<file path="src/design/damage_attribution_table_unit_assert.svh">
`ifndef DAMAGE_ATTRIBUTION_TABLE_UNIT_ASSERT_SVH
`define DAMAGE_ATTRIBUTION_TABLE_UNIT_ASSERT_SVH

// plain check on clk, off during reset
`define DAT_ASSERT(lbl, expr, msg) \
  lbl: assert property (@(posedge clk) disable iff (rst) (expr)) else $error(msg);

// same-cycle implication
`define DAT_IMPLY(lbl, ante, cons, msg) \
  lbl: assert property (@(posedge clk) disable iff (rst) (ante) |-> (cons)) else $error(msg);

// next-cycle implication
`define DAT_NEXT(lbl, ante, cons, msg) \
  lbl: assert property (@(posedge clk) disable iff (rst) (ante) |=> (cons)) else $error(msg);

`endif

</file>
<file path="src/design/dat_pkg.sv">
package dat_pkg;

  localparam int ENTRIES_DEF = 16;
  localparam logic [31:0] WINDOW_RESET = 32'd60;

  typedef enum logic {
    REQ_ADD    = 1'b0,
    REQ_LOOKUP = 1'b1
  } req_kind_t;

  typedef struct packed {
    req_kind_t   req_type;
    logic [31:0] creature_id;
    logic [31:0] amount;
    logic [31:0] now;
  } req_t;

  typedef struct packed {
    logic [31:0] found_amount;
    logic [31:0] top_attacker_id;
    logic [31:0] total_amount;
  } rsp_t;

  typedef enum logic [2:0] {
    ST_IDLE,
    ST_MATCH,
    ST_UPDATE,
    ST_TREE,
    ST_DONE
  } state_t;

  typedef struct packed {
    logic load_req;
    logic match;
    logic update;
    logic load_out;
  } cmd_t;

  typedef struct packed {
    logic out_busy;
  } stat_t;

endpackage

</file>
<file path="src/design/dat_ctrl.sv">
module dat_ctrl #(
  parameter int ENTRIES = dat_pkg::ENTRIES_DEF
) (
  input  logic          clk,
  input  logic          rst,
  input  logic          in_valid,
  input  dat_pkg::stat_t stat,
  output logic          in_ready,
  output dat_pkg::cmd_t cmd
);
  import dat_pkg::*;

  localparam int DEPTH = $clog2(ENTRIES);
  localparam int CNT_W = $clog2(DEPTH + 1);

  state_t state, state_next;
  logic [CNT_W-1:0] cnt;

  always_ff @(posedge clk) begin
    if (rst) begin
      state <= ST_IDLE;
      cnt   <= '0;
    end else begin
      state <= state_next;
      if (state == ST_TREE) begin
        cnt <= cnt + CNT_W'(1);
      end else begin
        cnt <= '0;
      end
    end
  end

  always_comb begin
    state_next = state;
    cmd        = '0;
    in_ready   = 1'b0;
    case (state)
      ST_IDLE: begin
        in_ready = !rst;
        if (in_valid && !rst) begin
          cmd.load_req = 1'b1;
          state_next   = ST_MATCH;
        end
      end
      ST_MATCH: begin
        cmd.match  = 1'b1;
        state_next = ST_UPDATE;
      end
      ST_UPDATE: begin
        cmd.update = 1'b1;
        state_next = ST_TREE;
      end
      ST_TREE: begin
        if (cnt == CNT_W'(DEPTH)) begin
          state_next = ST_DONE;
        end
      end
      ST_DONE: begin
        if (!stat.out_busy) begin
          cmd.load_out = 1'b1;
          state_next   = ST_IDLE;
        end
      end
      default: begin
        state_next = ST_IDLE;
      end
    endcase
  end

endmodule

</file>
<file path="config.mk">
export PLATFORM = sky130hd
export DESIGN_NAME = dat_ctrl
export DESIGN_NICKNAME = d
export VERILOG_FILES = /design/src/design/damage_attribution_table_unit_assert.svh /design/src/design/dat_pkg.sv /design/src/design/dat_ctrl.sv
export SDC_FILE = /design/constraint.sdc
export NUM_CORES = 1
export LEC_CHECK = 0
export BUFFER_PORTS_ARGS = -buffer_cell sky130_fd_sc_hd__buf_2
export CORE_AREA = 2 2 39 41
export CTS_CLUSTER_SIZE = 12
export DETAILED_ROUTE_END_ITERATION = 16
export DIE_AREA = 0 0 41 43
export PLACE_DENSITY = 0.49
export SYNTH_ARGS = -nofsm -noshare
export SYNTH_HDL_FRONTEND = slang
export SYNTH_SLANG_ARGS = --single-unit
</file>
<file path="constraint.sdc">
create_clock -name clk -period 0.9 [get_ports clk]
set_input_delay 0.18 -clock clk [delete_from_list [all_inputs] [get_ports clk]]
set_output_delay 0.18 -clock clk [all_outputs]
set_load 0.03 [all_outputs]
</file>
[Word-level counts from Yosys, hierarchy flattened]
Cells that the tools add are included.
Word-level totals
  flip-flop bits (word level): 6
Cells by class
  reductions and logical operators: 5
  equality and inequality tests: 8
  bitwise gates (word level): 1
  multiplexer cells: 11
  add/sub/neg operators: 1
Operators with widths (count)
  $pmux 3 s5: 1
  $mux 3: 3
  $mux 1: 7
  $eq 3x2->1 const B: 2
  $eq 3x3->1 const B: 2
  $ne 2x2->1 const B: 2
  $add 3x1->3 const B: 1
  $eq 3x1->1 const B: 1
  $logic_not 3->1: 1
  $reduce_and 3->1: 1
  $ne 2x1->1 const B: 1
  $reduce_or 2->1: 1
  $logic_and 1x1->1: 1
  $logic_not 1->1: 1
  $not 1->1: 1

[Logic depth before layout (Yosys ltp)]
Gate-level depths: netlist of run 1.
  depth in word-level cells: 4
  mapped depth: 4
  mapped depth without buffers: 4

[Least setup slack after synthesis of run 1]
No wires, ideal clock.
  path type: flip-flop to output port
  from: register state[1]
  to: output port cmd[3] (netlist bit)
  buffers on the path: 0
  required time: 0.720 ns
  arrival time: 1.475 ns
  stages on the path, launching flop included: 3
  setup slack: -0.755 ns
  path through: dfxtp_1 nor4_2 and2_1
RTL lines
  start, declared: line dat_ctrl.sv:16  | state_t state, state_next;
  start signal, assigned: line dat_ctrl.sv:24  | state <= state_next;
  end, declared: line dat_ctrl.sv:9  | output dat_pkg::cmd_t cmd

==> impl_metrics.json, run 1 <==
{
  "path_depth": 3,
  "swShare": 0.2671,
  "num_vias": 275,
  "cts_tree": "yes",
  "grt_max_degree": 6,
  "synthArstFlopShare": 0,
  "cts_buffers": 3,
  "cts.htree.levels": 1,
  "dieArea_um2": 1763,
  "worstReg2RegStart": "state[1]",
  "critPathBufInv": 1,
  "status": "finished, violations left",
  "synth.most_common_cell": "dfxtp_1",
  "synth_top_area_frac": 0.4017,
  "setup_tns_ps": -2244,
  "place.port_buffers": 8,
  "cts_num_sinks": 6,
  "worstMarginPinSlew_ps": 244.6,
  "track_usage": 0.08761,
  "dp.cells": 61,
  "synth_warnings": 0,
  "antenna_found_initial": 0,
  "ios": 9,
  "n_antenna_cell": 0,
  "worst_slack_ps": -496.9,
  "start_kind": "register",
  "dp_hpwl_um": 488.3,
  "drive_above_1_share": 0.6939,
  "dieHeight_um": 43,
  "synth_cell_types": 17,
  "hold_depth": 3,
  "grt_pass1_vias": 269,
  "rows": 14,
  "yosysTopAreaCell": "dfxtp_1",
  "slew_headroom": 0.8357,
  "slowest_delay_ps": 400,
  "synth_seq_cells": 6,
  "core_um2": 1384,
  "gr-total-overflow": 0,
  "max_freq_mhz": 715.9,
  "synth_seq_area_share": 0.4017,
  "fin_nets": 57,
  "synth_top_flop_cell": "dfxtp_1",
  "intPower_w": 0.0005402,
  "wire_per_inst_um": 10.06,
  "rrSetupSlack_ps": -160,
  "synth_area_per_cell_um2": 9.968,
  "cts_max_path_buffers": 2,
  "min_path_type": "input port to register",
  "first_iter_violations": 0,
  "endpoint_kind": "output pin",
  "grt_first_pass_wirelength_um": 1028,
  "synth_top_cells_by_area": "dfxtp_1 (40%), ha_1 (8.4%), nor2_1 (6.3%), nand4bb_2 (5.4%), nor3b_1 (5.0%)",
  "final.setup_skew_ps": 3.026,
  "p_clk_frac": 0.322,
  "dr.pass1.iters": 1,
  "drv_cap": 0,
  "netlist_area_um2": 299.0,
  "ir_drop_v": 0.0005320,
  "hold_start": "stat",
  "clk_pin_slew_worst_paths_ps": 40,
  "ff2ff_path_depth": 4,
  "drc": 0,
  "die_w_um": 41,
  "rsz0062_at_grt": "true",
  "fin_crit_sh": 1.552,
  "initial_core_util": 0.2161,
  "gp_congestion": 0.5853,
  "wl_um": 654,
  "min_to": "state[2]",
  "setup_violations": 8,
  "violations": "setup timing",
  "postRouteAntennaNets": 0,
  "synthTopCellsByCount": "dfxtp_1 (6), nor2_1 (5), inv_1 (3)",
  "path_delay_family": "simple AND/OR/NAND/NOR gates",
  "p_switching_w": 0.0001968,
  "critPathSlowestCell": "or3b_4",
  "pwr_density_cell_nw_per_um2": 1292,
  "crit_arrival_ps": 1220,
  "synth_edf_count": 0,
  "hold_viol_final": 0,
  "seq_power_share": 0.393,
  "cp_max_fo": 4,
  "utilization": 0.4123,
  "stdcell_count": 65,
  "clk_latency_ps": 240,
  "area_growth_pct": 90.79,
  "critPathKind": "register to output pin",
  "hold_ws_ps": 237.9,
  "drv_slew": 0,
  "rr_endpoint": "state[2]",
  "p_leak_nw": 0.2281,
  "critPathRequiredTime_ps": 720,
  "synth_fp_nets": 36,
  "synth_cells": 30,
  "via_per_inst": 4.231,
  "crit_chain": "or3b_4 > nor2_4 > buf_6",
  "combinationalPowerShare": 0.285,
  "fin_crit_ps": 1397,
  "clockRootBuffer": "clkbuf_4"
}
## sequential cells by signal (all words and copies together), names as in the netlist
name and count:
cnt 3, state 3
## routing by layer
layer / wire [um] / vias up / GRT usage
met4: 16 / 0 / 0.06000
li1: - / 145 / -
met3: 29 / 2 / 0.01571
met2: 307 / 9 / 0.1281
met5: 0 / - / 0
met1: 300 / 119 / 0.1104
## placed cells by master, fill, tap and decap left out
cell type	count
xnor2_2	1
buf_4	4
dfxtp_1	1
o32ai_1	1
o211a_1	1
ha_1	1
a21bo_1	1
dfxtp_4	2
and2_4	1
nor3b_4	1
or3b_4	1
buf_2	3
nand4bb_4	1
buf_6	9
ha_4	1
nor2_4	1
inv_1	3
nand4_1	1
dfxtp_2	3
clkbuf_4	3
o21bai_1	1
nor2_2	1
nor4_4	1
nor3b_2	1
a21boi_1	1
nand2b_1	1
nor2_1	3
## worst min-delay path: cells and delay by family
kind | cells | cell delay [ps]
buffers and inverters | 1 | 120
AO/OA/AOI/OAI | 1 | 70
AND/OR/NAND/NOR | 1 | 60
## logic make-up after synthesis
kind of cell             count (synthesis)  synth area share
flip-flops                               6            0.4017
XOR/XNOR                                 1           0.02929
AO/OA/AOI/OAI                            5            0.1465
adder cells (fa/ha/maj)                  2           0.08367
AND/OR/NAND/NOR                         13            0.3013
buffers and inverters                    3           0.03765
## how the worst max path moves through the flow
stage             start     end  slack [ps]
6_report       state[2]  cmd[0]        -500
5_1_grt        state[2]  cmd[0]        -540
4_1_cts        state[2]  cmd[0]        -510
3_5_place_dp   state[2]  cmd[0]        -320
3_3_place_gp   state[2]  cmd[0]        -310
2_1_floorplan  state[0]  cmd[3]        -420
## through the flow
stage | setup slack [ps] | power (W) | cell area (um^2)
finish | -496.9 | 0.0007370 | 570.5
global route | -535.1 | 0.0007858 | 570.5
CTS | -506.3 | 0.0007361 | 543.0
detailed placement | -320.7 | 0.0004548 | 442.9
global placement | -311.2 | 0.0004542 | 442.9
floorplan | -421.8 | 0.0003910 | 330.3
## power by group through the flow
stage	Sequential (W)	Clock [W]	Combinational, W
2_1_floorplan	0.000306	0	0.0000851
3_5_place_dp	0.000294	0	0.000161
5_1_grt	0.000291	0.000270	0.000225
4_1_cts	0.000289	0.000250	0.000197
3_3_place_gp	0.000294	0	0.000160
6_report	0.000290	0.000237	0.000210
## area by class of cell
cell class | instances | area (um^2)
Clock buffer | 3 | 22.52
Sequential cell | 6 | 131.4
Inverter | 3 | 11.26
Tap cell | 16 | 20.02
Timing Repair Buffer | 16 | 146.4
Multi-Input combinational cell | 21 | 239.0
Fill cell | 140 | 813.3
## repair_timing
| action | in CTS | in global routing |
|---|---|---|
| setup buffers | 1 | 0 |
| setup endpoints to repair | 10 | 10 |
| resized for setup | 20 | 6 |
| pin swaps | 5 | 2 |
| hold buffers | 0 | 0 |
Note: power is estimated with default switching activity, not from simulation.
==> run 2, diff against run 1 <==
==> constraint.sdc (replaced) <==
create_clock -name clk -period 0.9 [get_ports clk]
set_input_delay 0.045 -clock clk [delete_from_list [all_inputs] [get_ports clk]]
set_output_delay 0.045 -clock clk [all_outputs]
set_load 0.03 [all_outputs]
==> run 2 against run 1 <==
  * The flow still finishes with violations (setup timing)
  * Via count increased by 4.7%
  * Clock skew decreased by 1.7 ps
  * Critical path type unchanged
  * First-iteration DRC count unchanged
  * Die area unchanged
==> impl_metrics.json, run 2 (synthesis results as in run 1) <==
{
  "ctsHoldBuffers": 0,
  "drv_slew": 0,
  "hold_depth": 3,
  "min_path_type": "input port to register",
  "antenna_found_initial": 0,
  "setup_violations": 11,
  "crit_arrival_ps": 1200,
  "ios": 9,
  "dp_hpwl_um": 478.3,
  "hold_viol_final": 0,
  "final_cell_mix": "buf_4 (10), buf_6 (6)",
  "status": "finished, violations left",
  "max_freq_mhz": 800.4,
  "critPathKind": "register to output pin",
  "p_switching_w": 0.0001950,
  "stdcell_area_um2": 589.3,
  "fin_crit_ps": 1249,
  "min_to": "state[2]",
  "worstReg2RegStart": "state[2]",
  "start_kind": "register",
  "clk_pin_slew_worst_paths_ps": 40,
  "cts_buffers": 3,
  "drive_above_1_share": 0.7692,
  "area_growth_pct": 97.07,
  "num_vias": 288,
  "rr_endpoint": "cnt[1]",
  "die_w_um": 41,
  "drv_cap": 0,
  "cts_max_path_buffers": 2,
  "multi_input_area_um2": 246.5,
  "final_common_cell": "buf_4",
  "rrSetupSlack_ps": -190,
  "cts_tree": "yes",
  "p_clk_frac": 0.317,
  "violations": "setup timing",
  "hold_ws_ps": 108.9,
  "cts.htree.levels": 1,
  "first_iter_violations": 0,
  "crit_start": "state[2]",
  "gp_congestion": 0.5802,
  "cts_num_sinks": 6,
  "cp_max_fo": 3,
  "wire_per_inst_um": 10.41,
  "clockRootBuffer": "clkbuf_4",
  "ff2ff_path_depth": 5,
  "fillers": 141,
  "utilization": 0.4259,
  "track_usage": 0.1028,
  "fin_nets": 60,
  "gr-total-overflow": 0,
  "dieHeight_um": 43,
  "slew_headroom": 0.8500,
  "via_per_inst": 4.235,
  "rows": 14,
  "initial_core_util": 0.2161,
  "place.port_buffers": 8,
  "largestRegisters": "cnt x3, state x3",
  "fin_crit_sh": 1.388,
  "setup_tns_ps": -2214,
  "seqCellArea_um2": 131.4,
  "place_ws_ps": -195.1,
  "critPathRequiredTime_ps": 850,
  "pwr_density_cell_nw_per_um2": 1244,
  "swShare": 0.2659,
  "grt_first_pass_wirelength_um": 1131,
  "rsz0062_at_grt": "true",
  "hold_start": "stat",
  "drc": 0,
  "clk_latency_ps": 230,
  "ir_drop_v": 0.0007583,
  "wl_um": 708,
  "combinationalPowerShare": 0.286,
  "seq_power_share": 0.396,
  "grt_max_degree": 9,
  "core_um2": 1384,
  "dpl_cell_area_um2": 442.9,
  "dieArea_um2": 1763,
  "p_leak_nw": 0.2445,
  "worst_slack_ps": -349.3,
  "final.setup_skew_ps": 1.303,
  "worstMarginPinSlew_ps": 223.3,
  "postRouteAntennaNets": 0,
  "dr.pass1.iters": 1,
  "endpoint_kind": "output pin",
  "intPower_w": 0.0005383,
  "n_antenna_cell": 0,
  "grt_pass1_vias": 281
}
## run 2: cell count changes in the layout (fill, tap and decap cells not counted), moves of 2 or more
cell | previous run | this run
buf_4 | 4 | 10
buf_6 | 9 | 6
inv_1 | 3 | 1
inv_2 | 0 | 2
## run 2: through the flow
| stage | cells | power (W) |
|---|---|---|
| finish | 68 | 0.0007333 |
| global route | 68 | 0.0007857 |
| CTS | 64 | 0.0007304 |
| detailed placement | 61 | 0.0004533 |
| global placement | 61 | 0.0004543 |
| floorplan | 30 | 0.0003910 |
## run 2: worst max path at each step
stage              to  slack [ps]  cells past startpoint
2_1_floorplan  cmd[3]        -290                      2
3_3_place_gp   cmd[0]        -180                      3
3_5_place_dp   cmd[0]        -200                      3
4_1_cts        cmd[0]        -370                      3
5_1_grt        cmd[3]        -400                      3
6_report       cmd[0]        -350                      3
## run 2: timing repair
item                                    4_1_cts  5_1_grt
buffers inserted                              0        4
resized for setup                            22        5
endpoints found under the setup margin       10       10
pin swaps                                     4        3
## run 2: critical path, cell delays in order (launching register included)
cell	delay [ps]
dfxtp_4	360
or3b_4	390
nor2_4	90
buf_6	130
## run 2: area by class of cell
type / count / area share
Multi-Input combinational cell: 21 / 0.4183
Timing Repair Buffer: 19 / 0.2675
Sequential cell: 6 / 0.2229
Tap cell: 16 / 0.03397
Inverter: 3 / 0.01911
Clock buffer: 3 / 0.03822
## run 2: power groups by stage
stage               combinational, W  clock, W  sequential (W)
finish                      0.000210  0.000233        0.000291
global route                0.000227  0.000267        0.000293
CTS                         0.000186  0.000255        0.000289
detailed placement          0.000160         0        0.000294
global placement            0.000160         0        0.000295
floorplan                  0.0000851         0        0.000306
## run 2: layer usage
layer  routed length, um  vias up  global-route usage  part of all wire
li1                    -      150                   -                 -
met1                 281      129              0.1010              0.40
met2                 375        7              0.1656              0.53
met3                  41        2             0.01571             0.058
met4                  10        0              0.1000             0.014
met5                   0        -                   0                 0
==> run 3, diff against run 2 <==
clock period = 1.12 ns   (was 0.9 ns; I/O delays follow)
==> run 3 against run 2 <==
  * The flow still finishes with violations (setup timing)
  * Setup slack better by 220 ps
  * Routed wire length down 15%
  * Sequential cell count unchanged
  * Clock-buffer cell count unchanged
  * Utilization down 7.2 points
  * Clock skew up 1.2 ps
  * Register-to-register slack better by 220 ps
  * Sequential share of layout area up 3.0 points
  * Cell area down 17%
  * Via count down 3.5%
==> impl_metrics.json, run 3 (synthesis results as in run 1) <==
{
  "crit_chain": "or3b_4 > nor2_4 > buf_6",
  "dieArea_um2": 1763,
  "dr.pass1.iters": 2,
  "violations": "setup timing",
  "seq_power_share": 0.401,
  "place_ws_ps": 17.42,
  "final_common_cell": "buf_4",
  "dp_hpwl_um": 441.1,
  "num_vias": 278,
  "grt_pass1_vias": 231,
  "fin_crit_sh": 1.112,
  "area_growth_pct": 63.60,
  "gr-usage-met2": 0.1156,
  "n_antenna_cell": 0,
  "dieHeight_um": 43,
  "max_freq_mhz": 802.6,
  "ios": 9,
  "busiest_layer": "met2",
  "track_usage": 0.08476,
  "cp_max_fo": 5,
  "critPathSlowestCell": "or3b_4",
  "core_um2": 1384,
  "cts.htree.levels": 1,
  "start_kind": "register",
  "utilization": 0.3535,
  "clk_latency_ps": 240,
  "dp.cells": 58,
  "p_clk_frac": 0.343,
  "multi_input_area_um2": 198.9,
  "initial_core_util": 0.2161,
  "critPathKind": "register to output pin",
  "grt_use_met3": 0.03141,
  "cts_buffers": 3,
  "place.port_buffers": 8,
  "p_leak_nw": 0.2136,
  "antenna_found_initial": 0,
  "slowest_delay_ps": 390,
  "slew_headroom": 0.8497,
  "final.setup_skew_ps": 2.477,
  "drv_cap": 0,
  "final_cell_mix": "buf_4 (7), nor2_1 (4), buf_6 (4)",
  "cts_num_sinks": 6,
  "postRouteAntennaNets": 0,
  "largestRegisters": "cnt x3, state x3",
  "p_switching_w": 0.0001601,
  "intPower_w": 0.0004250,
  "rsz0062_at_grt": "true",
  "combinationalPowerShare": 0.257,
  "gp_congestion": 0.6206,
  "seqCellArea_um2": 123.9,
  "status": "finished, violations left",
  "crit_arrival_ps": 1190,
  "ir_drop_v": 0.0005303,
  "fin_crit_ps": 1246,
  "grt_first_pass_wirelength_um": 938,
  "drv_slew": 0,
  "clockRootBuffer": "clkbuf_4",
  "first_iter_violations": 2,
  "cts_max_path_buffers": 2,
  "pwr_density_cell_nw_per_um2": 1196,
  "fin_nets": 55,
  "gr-total-overflow": 0,
  "stdcell_count": 63,
  "swShare": 0.2737,
  "wl_um": 601,
  "wire_per_inst_um": 9.540,
  "worst_slack_ps": -125.9,
  "worstMarginPinSlew_ps": 224.7,
  "hold_viol_final": 0,
  "fillers": 145,
  "min_path_type": "input port to register",
  "drc": 0,
  "path_delay_family": "simple AND/OR/NAND/NOR gates",
  "via_per_inst": 4.413,
  "setup_violations": 5,
  "cts_tree": "yes",
  "rows": 14,
  "grt_max_degree": 6,
  "critPathBufInv": 1,
  "clk_pin_slew_worst_paths_ps": 50,
  "endpoint_kind": "output pin",
  "die_w_um": 41,
  "drive_above_1_share": 0.5745,
  "critPathRequiredTime_ps": 1060,
  "met1_usage": 0.09477
}
[run 3: changes by cell type in the layout (fill, tap and decap cells not counted), moves of 2 or more]
| cell | previous run | this run |
|---|---|---|
| buf_4 | 10 | 7 |
| buf_6 | 6 | 4 |
| inv_2 | 2 | 0 |
| ha_1 | 0 | 2 |
| dfxtp_4 | 2 | 0 |
| inv_1 | 1 | 3 |
| ha_4 | 2 | 0 |
| dfxtp_1 | 1 | 3 |
[run 3: worst register-to-register path, stage by stage, from the launching register on]
cell and delay [ps]:
dfxtp_2 330, buf_6 100, buf_6 90, buf_4 130, nand4_1 100, o32ai_1 240
[run 3: area by class of cell]
type / count / share of cell area
clock buffer: 3 / 0.04604
inverter: 3 / 0.02302
multi-input combinational: 21 / 0.4067
sequential: 6 / 0.2532
tap: 16 / 0.04092
timing repair buffer: 14 / 0.2302
[run 3: power by group through the flow]
stage | Clock [W] | Sequential [W] | Combinational [W]
floorplan | 0 | 0.000244 | 0.0000653
global placement | 0 | 0.000236 | 0.000119
detailed placement | 0 | 0.000236 | 0.000119
CTS | 0.000207 | 0.000235 | 0.000150
global route | 0.000226 | 0.000235 | 0.000161
finish | 0.000200 | 0.000234 | 0.000150
[run 3: path summary, 6_finish.rpt]
| kind | startpoint | end | slack (ps) | depth (start not counted) |
|---|---|---|---|---|
| max | state[0] | cmd[0] | -130 | 3 |
| min | rst | state[2] | 100 | 2 |
| max reg2reg | state[1] | state[2] | 30 | 5 |
| min reg2reg | cnt[0] | cnt[0] | 450 | 1 |
[run 3: metrics by stage]
stage               setup TNS, ps  total power [W]  hold slack [ps]  instance area, um^2
floorplan                  -318.9        0.0003097            153.5                321.6
global placement                0        0.0003550            366.9                411.6
detailed placement              0        0.0003554            358.3                411.6
CTS                        -386.9        0.0005910            102.4                488.0
global route               -624.8        0.0006221            106.0                489.2
finish                     -337.2        0.0005851            98.46                489.2
[run 3: metal layers]
layer	routed length (um)	part of all wire
met5	0	0
met2	302	0.50
met4	0	0
met1	263	0.44
met3	35	0.058
[run 3: timing repair]
action                     4_1_cts  5_1_grt
hold buffers                     0        0
buffers inserted                 2        0
setup endpoints to repair        5        6
pin swaps                        3        1
resized for setup               14        1
